### src/hw/rtl/assert_macros.svh
// Assertion macros used by the scan sequencer of the cache directory.
`ifndef ASSERT_MACROS_SVH
`define ASSERT_MACROS_SVH
`ifndef SYNTHESIS
// Property must hold at every clock edge outside of reset.
`define ASSERT_PROP(label, clk, rst, prop) \
   label: assert property (@(posedge clk) disable iff (rst) prop) \
      else $error("%m: property failed");
// Expression must never be true outside of reset.
`define ASSERT_NEVER(label, clk, rst, expr) \
   label: assert property (@(posedge clk) disable iff (rst) !(expr)) \
      else $error("%m: forbidden condition seen");
`else
`define ASSERT_PROP(label, clk, rst, prop)
`define ASSERT_NEVER(label, clk, rst, expr)
`endif
`endif

### src/hw/rtl/ecd_pkg.sv
// Shared types and constants of the expiring cache directory.
`timescale 1ns / 1ps
`default_nettype none

package ecd_pkg;

   localparam int KEY_W  = 32;
   localparam int TIME_W = 32;
   localparam int SLOT_W = 4;

   // Operation codes carried by req_func.
   localparam logic FUNC_LOOKUP = 1'b0;
   localparam logic FUNC_INSERT = 1'b1;

   // One directory slot as it is kept in the slot memory.
   typedef struct packed {
      logic [KEY_W-1:0]  key;
      logic              has_expiry;
      logic [TIME_W-1:0] expiry;
      logic [TIME_W-1:0] stamp;
   } entry_type;

   // Write request from the sequencer to the slot memory.
   typedef struct packed {
      logic      en;
      entry_type data;
   } mem_wr_type;

endpackage

`default_nettype wire

### src/hw/rtl/ecd_mem.sv
// Slot memory with one registered read port, one write port and per-slot valid bits.
`timescale 1ns / 1ps
`default_nettype none

module ecd_mem #(
   parameter int ENTRIES = 16,
   localparam int IdxW = $clog2(ENTRIES)
) (
   input  wire logic                 clock,
   input  wire logic                 reset,
   input  wire logic                 rd_en,
   input  wire logic [IdxW-1:0]      rd_addr,
   output ecd_pkg::entry_type        rd_entry,
   input  wire ecd_pkg::mem_wr_type  wr,
   input  wire logic [IdxW-1:0]      wr_addr
);

   ecd_pkg::entry_type mem_ff [ENTRIES];
   ecd_pkg::entry_type rd_data_ff;
   logic               rd_valid_ff;
   logic [ENTRIES-1:0] valid_ff;

   // Storage array: written and read in a clocked block, no reset.
   always_ff @(posedge clock) begin
      if (wr.en) begin
         mem_ff[wr_addr] <= wr.data;
      end
      if (rd_en) begin
         rd_data_ff <= mem_ff[rd_addr];
      end
   end

   // Valid bits: a slot never written reads as all zero.
   always_ff @(posedge clock) begin
      if (reset) begin
         valid_ff    <= '0;
         rd_valid_ff <= 1'b0;
      end else begin
         if (wr.en) begin
            valid_ff[wr_addr] <= 1'b1;
         end
         if (rd_en) begin
            rd_valid_ff <= valid_ff[rd_addr];
         end
      end
   end

   assign rd_entry = rd_valid_ff ? rd_data_ff : '0;

endmodule

`default_nettype wire

### src/hw/rtl/ecd_ctrl.sv
// Scan sequencer: walks the slot memory for lookups and victim selection.
`timescale 1ns / 1ps
`default_nettype none
`include "assert_macros.svh"

module ecd_ctrl #(
   parameter int ENTRIES = 16,
   localparam int IdxW = $clog2(ENTRIES)
) (
   input  wire logic                         clock,
   input  wire logic                         reset,
   // Request channel
   input  wire logic                         req_valid,
   output logic                              req_ready,
   input  wire logic                         req_func,
   input  wire logic [ecd_pkg::KEY_W-1:0]    req_key,
   input  wire logic [ecd_pkg::TIME_W-1:0]   req_now,
   input  wire logic                         req_has_expiry,
   input  wire logic [ecd_pkg::TIME_W-1:0]   req_expiry_time,
   // Response channel
   output logic                              rsp_valid,
   input  wire logic                         rsp_ready,
   output logic                              rsp_hit,
   output logic                              rsp_stale,
   output logic [ecd_pkg::SLOT_W-1:0]        rsp_slot,
   // Slot memory
   output logic                              rd_en,
   output logic [IdxW-1:0]                   rd_addr,
   input  wire ecd_pkg::entry_type           rd_entry,
   output ecd_pkg::mem_wr_type               wr,
   output logic [IdxW-1:0]                   wr_addr
);

   typedef enum logic [1:0] {
      ST_IDLE,
      ST_SCAN,
      ST_DONE
   } state_type;

   state_type                      state_ff, state_in;
   logic [IdxW-1:0]                cnt_ff, cnt_in;
   logic                           func_ff, func_in;
   logic [ecd_pkg::KEY_W-1:0]      key_ff, key_in;
   logic [ecd_pkg::TIME_W-1:0]     now_ff, now_in;
   logic                           hx_ff, hx_in;
   logic [ecd_pkg::TIME_W-1:0]     exp_ff, exp_in;
   logic [IdxW-1:0]                best_ff, best_in;
   logic [ecd_pkg::TIME_W-1:0]     best_stamp_ff, best_stamp_in;
   logic                           res_hit_ff, res_hit_in;
   logic                           res_stale_ff, res_stale_in;
   logic [IdxW-1:0]                res_slot_ff, res_slot_in;
   logic                           rsp_valid_ff, rsp_valid_in;
   logic                           rsp_hit_ff, rsp_hit_in;
   logic                           rsp_stale_ff, rsp_stale_in;
   logic [ecd_pkg::SLOT_W-1:0]     rsp_slot_ff, rsp_slot_in;

   logic                           req_fire;
   logic                           last;
   logic                           match;
   logic                           expired;
   logic                           better;

   assign req_ready = (state_ff == ST_IDLE);
   assign req_fire  = req_valid && req_ready;
   assign last      = (cnt_ff == IdxW'(ENTRIES - 1));
   assign match     = (rd_entry.key == key_ff);
   assign expired   = (now_ff > rd_entry.expiry);
   assign better    = (cnt_ff == '0) || (rd_entry.stamp < best_stamp_ff);

   // Next-state logic: one slot is examined per cycle while the next one is read.
   always_comb begin
      state_in      = state_ff;
      cnt_in        = cnt_ff;
      func_in       = func_ff;
      key_in        = key_ff;
      now_in        = now_ff;
      hx_in         = hx_ff;
      exp_in        = exp_ff;
      best_in       = best_ff;
      best_stamp_in = best_stamp_ff;
      res_hit_in    = res_hit_ff;
      res_stale_in  = res_stale_ff;
      res_slot_in   = res_slot_ff;
      rsp_valid_in  = rsp_valid_ff;
      rsp_hit_in    = rsp_hit_ff;
      rsp_stale_in  = rsp_stale_ff;
      rsp_slot_in   = rsp_slot_ff;
      rd_en         = 1'b0;
      rd_addr       = cnt_ff + IdxW'(1);
      wr.en         = 1'b0;
      wr.data       = rd_entry;
      wr.data.stamp = '0;
      wr_addr       = cnt_ff;

      // The output register empties when the transaction is taken.
      if (rsp_valid_ff && rsp_ready) begin
         rsp_valid_in = 1'b0;
      end

      case (state_ff)
         ST_IDLE: begin
            if (req_fire) begin
               func_in      = req_func;
               key_in       = req_key;
               now_in       = req_now;
               hx_in        = req_has_expiry;
               exp_in       = req_expiry_time;
               cnt_in       = '0;
               res_hit_in   = 1'b0;
               res_stale_in = 1'b0;
               res_slot_in  = '0;
               // A lookup of the empty key misses without touching the slots.
               if (req_func == ecd_pkg::FUNC_LOOKUP && req_key == '0) begin
                  state_in = ST_DONE;
               end else begin
                  rd_en    = 1'b1;
                  rd_addr  = '0;
                  state_in = ST_SCAN;
               end
            end
         end

         ST_SCAN: begin
            rd_en  = !last;
            cnt_in = cnt_ff + IdxW'(1);
            if (func_ff == ecd_pkg::FUNC_INSERT) begin
               // Track the lowest-indexed slot with the smallest stamp.
               if (better) begin
                  best_in       = cnt_ff;
                  best_stamp_in = rd_entry.stamp;
               end
               if (last) begin
                  wr.en              = 1'b1;
                  wr_addr            = best_in;
                  wr.data.key        = key_ff;
                  wr.data.has_expiry = hx_ff;
                  wr.data.expiry     = exp_ff;
                  wr.data.stamp      = now_ff;
                  res_slot_in        = best_in;
                  state_in           = ST_DONE;
               end
            end else begin
               if (last) begin
                  state_in = ST_DONE;
               end
               if (match) begin
                  if (!rd_entry.has_expiry) begin
                     res_hit_in  = 1'b1;
                     res_slot_in = cnt_ff;
                     state_in    = ST_DONE;
                  end else if (expired) begin
                     // Stale match: clear its stamp so it is evicted before any entry with a nonzero stamp.
                     wr.en        = 1'b1;
                     res_hit_in   = 1'b0;
                     res_stale_in = 1'b1;
                     res_slot_in  = cnt_ff;
                     state_in     = ST_DONE;
                  end else begin
                     res_hit_in  = 1'b1;
                     res_slot_in = cnt_ff;
                  end
               end
            end
         end

         ST_DONE: begin
            if (!rsp_valid_ff || rsp_ready) begin
               rsp_valid_in = 1'b1;
               rsp_hit_in   = res_hit_ff;
               rsp_stale_in = res_stale_ff;
               rsp_slot_in  = ecd_pkg::SLOT_W'(res_slot_ff);
               state_in     = ST_IDLE;
            end
         end

         default: begin
            state_in = ST_IDLE;
         end
      endcase
   end

   // State and registered outputs.
   always_ff @(posedge clock) begin
      if (reset) begin
         state_ff     <= ST_IDLE;
         rsp_valid_ff <= 1'b0;
      end else begin
         state_ff     <= state_in;
         rsp_valid_ff <= rsp_valid_in;
      end
      cnt_ff        <= cnt_in;
      func_ff       <= func_in;
      key_ff        <= key_in;
      now_ff        <= now_in;
      hx_ff         <= hx_in;
      exp_ff        <= exp_in;
      best_ff       <= best_in;
      best_stamp_ff <= best_stamp_in;
      res_hit_ff    <= res_hit_in;
      res_stale_ff  <= res_stale_in;
      res_slot_ff   <= res_slot_in;
      rsp_hit_ff    <= rsp_hit_in;
      rsp_stale_ff  <= rsp_stale_in;
      rsp_slot_ff   <= rsp_slot_in;
   end

   assign rsp_valid = rsp_valid_ff;
   assign rsp_hit   = rsp_hit_ff;
   assign rsp_stale = rsp_stale_ff;
   assign rsp_slot  = rsp_slot_ff;

   // A lookup result is never both a hit and stale.
   `ASSERT_NEVER(a_hit_and_stale, clock, reset, rsp_valid_ff && rsp_hit_ff && rsp_stale_ff)
   // An insert never reports a hit or a stale entry.
   `ASSERT_NEVER(a_insert_flags, clock, reset,
      state_ff == ST_DONE && func_ff == ecd_pkg::FUNC_INSERT && (res_hit_ff || res_stale_ff))
   // A lookup of the empty key never scans the slots.
   `ASSERT_NEVER(a_zero_key_scan, clock, reset,
      state_ff == ST_SCAN && func_ff == ecd_pkg::FUNC_LOOKUP && key_ff == '0)
   // An accepted transaction always leaves the idle state.
   `ASSERT_PROP(a_accept_busy, clock, reset, req_fire |=> state_ff != ST_IDLE)

endmodule

`default_nettype wire

### src/hw/rtl/expiring_cache_directory.sv
// Top level of the expiring cache directory.
//
// Usage: a request transaction on the req_ channel carries an operation (req_func:
// lookup or insert), a hashed key, the current time and, for inserts, the expiry
// data. Each request produces exactly one response transaction on the rsp_ channel
// with hit, stale and slot. Both channels use valid/ready handshakes.
// Scan: an insert scans every slot, one per cycle out of the slot memory, before
// it responds. A lookup stops at a hit without expiry or at a stale match; a
// lookup of key zero skips the scan. The block takes no new request until the
// response of the last one has moved into the output register.
// Reset: all slots read as empty at once through per-slot valid bits; no clearing
// pass is needed and the block accepts a request in the first cycle after reset.
// Stalls: a finished response waits in an output register; the block accepts the
// next request meanwhile, but holds its own result until that register is taken.
`timescale 1ns / 1ps
`default_nettype none

module expiring_cache_directory #(
   parameter int ENTRIES = 16
) (
   input  wire logic                         clock,
   input  wire logic                         reset,
   input  wire logic                         req_valid,
   output logic                              req_ready,
   input  wire logic                         req_func,
   input  wire logic [ecd_pkg::KEY_W-1:0]    req_key,
   input  wire logic [ecd_pkg::TIME_W-1:0]   req_now,
   input  wire logic                         req_has_expiry,
   input  wire logic [ecd_pkg::TIME_W-1:0]   req_expiry_time,
   output logic                              rsp_valid,
   input  wire logic                         rsp_ready,
   output logic                              rsp_hit,
   output logic                              rsp_stale,
   output logic [ecd_pkg::SLOT_W-1:0]        rsp_slot
);

   localparam int IdxW = $clog2(ENTRIES);

   logic                 rd_en;
   logic [IdxW-1:0]      rd_addr;
   ecd_pkg::entry_type   rd_entry;
   ecd_pkg::mem_wr_type  wr;
   logic [IdxW-1:0]      wr_addr;

   // Scan sequencer.
   ecd_ctrl #(
      .ENTRIES (ENTRIES)
   ) u_ctrl (
      .clock           (clock),
      .reset           (reset),
      .req_valid       (req_valid),
      .req_ready       (req_ready),
      .req_func        (req_func),
      .req_key         (req_key),
      .req_now         (req_now),
      .req_has_expiry  (req_has_expiry),
      .req_expiry_time (req_expiry_time),
      .rsp_valid       (rsp_valid),
      .rsp_ready       (rsp_ready),
      .rsp_hit         (rsp_hit),
      .rsp_stale       (rsp_stale),
      .rsp_slot        (rsp_slot),
      .rd_en           (rd_en),
      .rd_addr         (rd_addr),
      .rd_entry        (rd_entry),
      .wr              (wr),
      .wr_addr         (wr_addr)
   );

   // Slot memory.
   ecd_mem #(
      .ENTRIES (ENTRIES)
   ) u_mem (
      .clock    (clock),
      .reset    (reset),
      .rd_en    (rd_en),
      .rd_addr  (rd_addr),
      .rd_entry (rd_entry),
      .wr       (wr),
      .wr_addr  (wr_addr)
   );

endmodule

`default_nettype wire
### config.mk
export PLATFORM = sky130hd
export DESIGN_NAME = expiring_cache_directory
export DESIGN_NICKNAME = d
export VERILOG_FILES = /design/src/hw/rtl/ecd_pkg.sv /design/src/hw/rtl/ecd_mem.sv /design/src/hw/rtl/ecd_ctrl.sv /design/src/hw/rtl/expiring_cache_directory.sv
export VERILOG_INCLUDE_DIRS = /design/src /design/src/hw/rtl
export SDC_FILE = /design/constraint.sdc
export NUM_CORES = 2
export LEC_CHECK = 0
export BUFFER_PORTS_ARGS = -buffer_cell sky130_fd_sc_hd__buf_2
export CORE_MARGIN = 10
export CORE_UTILIZATION = 55
export CTS_BUF_LIST = sky130_fd_sc_hd__clkbuf_16
export DETAILED_ROUTE_END_ITERATION = 8
export PLACE_DENSITY = 0.71
export SYNTH_ARGS = -nofsm -noshare
export SYNTH_HDL_FRONTEND = slang
export SYNTH_SLANG_ARGS = --single-unit
### constraint.sdc
create_clock -name clock -period 14.1 [get_ports clock]
set_clock_uncertainty 0.05 [all_clocks]
set_input_delay 1.41 -clock clock [delete_from_list [all_inputs] [get_ports clock]]
set_output_delay 1.41 -clock clock [all_outputs]
set_load 0.01 [all_outputs]
==> parameters.txt <==
Parameter                              Value

Status
  Result of the run ... complete, no violations

Worst setup path
  Sort of element at the end of the critical path ... flop
  Source of the worst register-to-register timing path ... u_mem.rd_valid_ff
  CP Data Required Time ... 14470 ps
  Count of buffer and inverter cells on the critical path ... 3
  Slowest cell delay on critical path ... 900 ps
  Top cell family by delay on the critical path ... buffers and inverters
  Critical path class ... flop to flop
  Most common cell type on the critical path ... sky130_fd_sc_hd__buf_4
  Cell count along the critical path ... 13
  Reg2Reg Depth ... 13
  Startpoint of the most critical setup path ... u_mem.rd_valid_ff
  Cell chain of the critical path ... buf_4 -> and2_1 -> ha_1 -> a41oi_1 -> o21ai_0 -> a221o_1 -> a211o_1 -> nor2_1 -> o31a_1 -> nand2_1 -> nor2_4 -> buf_4 -> buf_4
  Critical Path AT ... 6940 ps
  Worst-path cell with the longest stage delay ... sky130_fd_sc_hd__buf_4
  Critical path fanouts, max ... 94
  Kind of start point of the critical path ... flop

Floorplanning
  Horizontal die dimension ... 382 um
  Row count ... 132
  Die area ... 146000 um^2
  Starting density of the core ... 55.5%
  # IOs ... 110
  Die extent in y ... 382 um
  Core area ... 130000 um^2

CTS
  Total CTS buffers ... 180
  Clock insertion delay at the later pin of the skew report ... 810 ps
  CTS H-tree depth ... 4
  Clock transition time at the flip-flop clock pins of the worst setup and hold paths ... 60 ps
  Post-CTS Setup Bufs ... 0
  Total of cells resized after clock tree synthesis ... 0
  Hold buffer count at CTS ... 0
  TritonCTS clock tree ... yes
  CTS Buffer Depth ... 3
  Clock net sink count ... 1819
  Clock root buffer ... sky130_fd_sc_hd__clkbuf_16

Timing
  Post-Route Setup TNS ... 0 ps
  Worst-case headroom to the max-slew limit ... 12.1%
  Number of hold-slack violations in the final timing report ... 0
  Portion of the clock cycle consumed by the worst path in the final layout ... 46.6%
  Pin slew with the least headroom to its limit ... 1320 ps
  RSZ-0062 raised after global routing ... no
  Setup Viol. Count Final ... 0
  Worst setup slack after layout ... 7530 ps
  Final critical delay including setup and external delays ... 6570 ps
  Achievable Freq ... 152 MHz
  Number of pins exceeding their max-slew limit in the final report ... 0

Layout
  Area grow syn2layout ... 11.9%
  Share of layout cells above drive strength 1 ... 13.3%
  Filler Cells Inserted ... 9294
  Net count of the finished layout ... 4757

Detailed routing
  Routed via count ... 40966
  Via/cell ratio ... 6.33
  Total wirelength of the detailed-routed design ... 181000 um
  Initial DRC Count ... 5025
  Detailed-routing iteration count for the pre-antenna-repair pass ... 5
  Detailed-route wire length per cell ... 28.0 um
  Residual antenna-violating net count after detailed routing ... 0
  DR DRC count ... 0

Placement
  Global placer's final weighted congestion ... 0.853
  Place WS ... 7290 ps
  Number of I/O port buffers ... 109
  Placed wire-length estimate ... 102000 um

Yosys
  Unique cell type count in the Yosys netlist ... 61
  Cell area after technology mapping ... 72000 um^2
  Average size of a mapped cell ... 16.2 um^2
  Commonest register cell after synthesis ... sky130_fd_sc_hd__edfxtp_1
  Number of synthesized register bits ... 1819
  Number of warnings printed during yosys synthesis ... 0
  Syn Nets ... 4613
  Async set-reset flop share out of synthesis ... 0%
  Sequential-to-total area share from yosys stat ... 75.6%
  Number of flops mapped to enable cells by yosys ... 1799
  Synth Instances ... 4446

Power and ir drop
  Power density of the placed cells ... 151 nW/um^2
  Max rail drop VDD ... 0.000108 V
  Reported leakage power ... 0.0264 uW

Hold path
  Worst hold path type ... flop to flop
  Launch instance of the worst min-delay path ... u_mem.valid_ff[11]
  WHS Path Cells ... 2

Global routing
  Wire length of the first global-routing pass ... 268000 um
  Maximum number of pins on one net before global-route repair ... 171
  Total global routing overflow ... 0
  Vias in the first global route ... 40384
  GRT Overall Usage ... 24.4%
  Initial antenna violation count ... 8

Job
  Number of maximum-capacitance constraint violations ... 0
[cell usage after synthesis, types with 7 or more instances]
cell type	count	area, um^2
sky130_fd_sc_hd__buf_1	10	37.5
sky130_fd_sc_hd__mux4_2	127	2860
sky130_fd_sc_hd__o31ai_1	15	113
sky130_fd_sc_hd__clkbuf_1	213	800
sky130_fd_sc_hd__nand2b_1	23	144
sky130_fd_sc_hd__a21oi_1	130	651
sky130_fd_sc_hd__xor2_1	10	87.6
sky130_fd_sc_hd__nor3_1	12	60.1
sky130_fd_sc_hd__nand4_1	15	93.8
sky130_fd_sc_hd__nor2_1	53	199
sky130_fd_sc_hd__mux2i_1	332	3320
sky130_fd_sc_hd__o22ai_1	16	100
sky130_fd_sc_hd__nand3_1	394	1970
sky130_fd_sc_hd__o2111ai_1	14	123
sky130_fd_sc_hd__nand2_1	637	2390
sky130_fd_sc_hd__nand4b_1	9	78.8
sky130_fd_sc_hd__ha_1	65	813
sky130_fd_sc_hd__nor4_1	13	81.3
sky130_fd_sc_hd__o21ai_0	113	566
sky130_fd_sc_hd__edfxtp_1	1799	54000
sky130_fd_sc_hd__nand3b_1	19	143
sky130_fd_sc_hd__o221ai_1	161	1410
sky130_fd_sc_hd__nor2b_1	11	68.8
sky130_fd_sc_hd__buf_2	39	195
sky130_fd_sc_hd__inv_1	52	195
sky130_fd_sc_hd__dfxtp_1	20	400
sky130_fd_sc_hd__a31oi_1	7	43.8
sky130_fd_sc_hd__and2_1	70	438
[worst min-delay path, stage by stage, from the launching register on]
cell and delay (ps):
sky130_fd_sc_hd__dfxtp_1 330, sky130_fd_sc_hd__nand2b_1 60, sky130_fd_sc_hd__o31ai_1 50
[metal layers]
metal | up-vias | routed length, um | part of all wire [%] | GRT usage [%]
li1 | 17635 | - | - | -
met1 | 20810 | 73000 | 40 | 34.7
met2 | 2198 | 84600 | 47 | 38.0
met3 | 317 | 17800 | 9.8 | 4.66
met4 | 6 | 5680 | 3.1 | 8.51
met5 | - | 45 | 0.025 | 0
[cells in the final DEF (no fill, tap or decap), types with 7 or more instances in the layout]
cell,netlist,final
sky130_fd_sc_hd__o2111ai_1,14,14
sky130_fd_sc_hd__ha_1,65,65
sky130_fd_sc_hd__mux2i_1,332,332
sky130_fd_sc_hd__edfxtp_1,1799,1799
sky130_fd_sc_hd__buf_4,0,113
sky130_fd_sc_hd__inv_1,52,88
sky130_fd_sc_hd__nand3b_1,19,19
sky130_fd_sc_hd__clkinv_2,0,22
sky130_fd_sc_hd__nor3_1,12,12
sky130_fd_sc_hd__nand2_1,637,635
sky130_fd_sc_hd__nand2b_1,23,23
sky130_fd_sc_hd__a21oi_1,130,130
sky130_fd_sc_hd__clkinv_1,0,47
sky130_fd_sc_hd__nor4_1,13,13
sky130_fd_sc_hd__nand4_1,15,15
sky130_fd_sc_hd__nor2_4,0,21
sky130_fd_sc_hd__o22ai_1,16,16
sky130_fd_sc_hd__o21ai_1,0,33
sky130_fd_sc_hd__nand4b_1,9,9
sky130_fd_sc_hd__o31ai_1,15,14
sky130_fd_sc_hd__o21ai_0,113,79
sky130_fd_sc_hd__and2_1,70,69
sky130_fd_sc_hd__mux4_2,127,127
sky130_fd_sc_hd__a31oi_1,7,7
sky130_fd_sc_hd__nand3_1,394,394
sky130_fd_sc_hd__clkbuf_16,0,184
sky130_fd_sc_hd__dfxtp_1,20,19
sky130_fd_sc_hd__nor2_1,53,32
sky130_fd_sc_hd__xor2_1,10,9
sky130_fd_sc_hd__nor2b_1,11,11
sky130_fd_sc_hd__o221ai_1,161,161
sky130_fd_sc_hd__buf_2,39,109
sky130_fd_sc_hd__bufinv_16,0,15
[metrics by stage]
stage	total power [uW]	util, %	std cells	hold slack (ps)	instance area [um^2]
CTS	12200	62.0	6470	413	80500
detailed placement	7580	57.6	6150	398	74800
global route	12500	62.0	6470	417	80500
finish	12100	62.1	6473	417	80600
floorplan	7100	-	4446	350	72000
global placement	7560	57.6	6150	388	74800
[sequential cells by signal, summed over array words and instances (netlist names), 16 cells and up]
register              flops
u_ctrl.best_stamp_ff     32
u_ctrl.key_ff            32
u_mem.valid_ff           16
u_ctrl.exp_ff            32
u_mem.rd_data_ff         97
u_ctrl.now_ff            32
u_mem.mem_ff           1552
[cell families (layout without fill, tap and decap cells)]
| kind of cell | count (synthesis) | count (layout) | synth area share (%) |
|---|---|---|---|
| DFF | 1819 | 1819 | 75.6 |
| adders and majority gates | 65 | 65 | 1.13 |
| and+or+nand+nor | 1270 | 1270 | 8.01 |
| xor gates and xnor gates | 14 | 14 | 0.170 |
| muxes | 464 | 464 | 8.67 |
| other | 0 | 3 | 0 |
| AOI/OAI and AO/OA | 500 | 500 | 4.72 |
| buffers and inverters | 314 | 596 | 1.71 |
[final cells by class]
type	instances	area, um^2	share of cell area [%]
diodes	3	7.51	0.00932
clock buffers	184	4600	5.72
clock inverters	136	1130	1.40
inverters	52	201	0.250
multi-input cells	2313	16600	20.6
flip-flops and latches	1819	54400	67.6
well taps	1742	2180	2.71
repair buffers	224	1430	1.78
[report_power, final]
part | internal (uW) | switching (uW) | total (uW)
sequential | 6120 | 94.1 | 6210
combinational | 400 | 875 | 1270
clock | 2640 | 2010 | 4650
[worst paths after layout]
kind                                             end  slack [ps]
worst max register to register  u_mem.mem_ff[12][82]        7530
worst min register to register    u_mem.valid_ff[11]         420
worst min-delay path              u_mem.valid_ff[11]         420
worst max-delay path            u_mem.mem_ff[12][82]        7530
No activity file was read; power rests on OpenSTA's default activity.
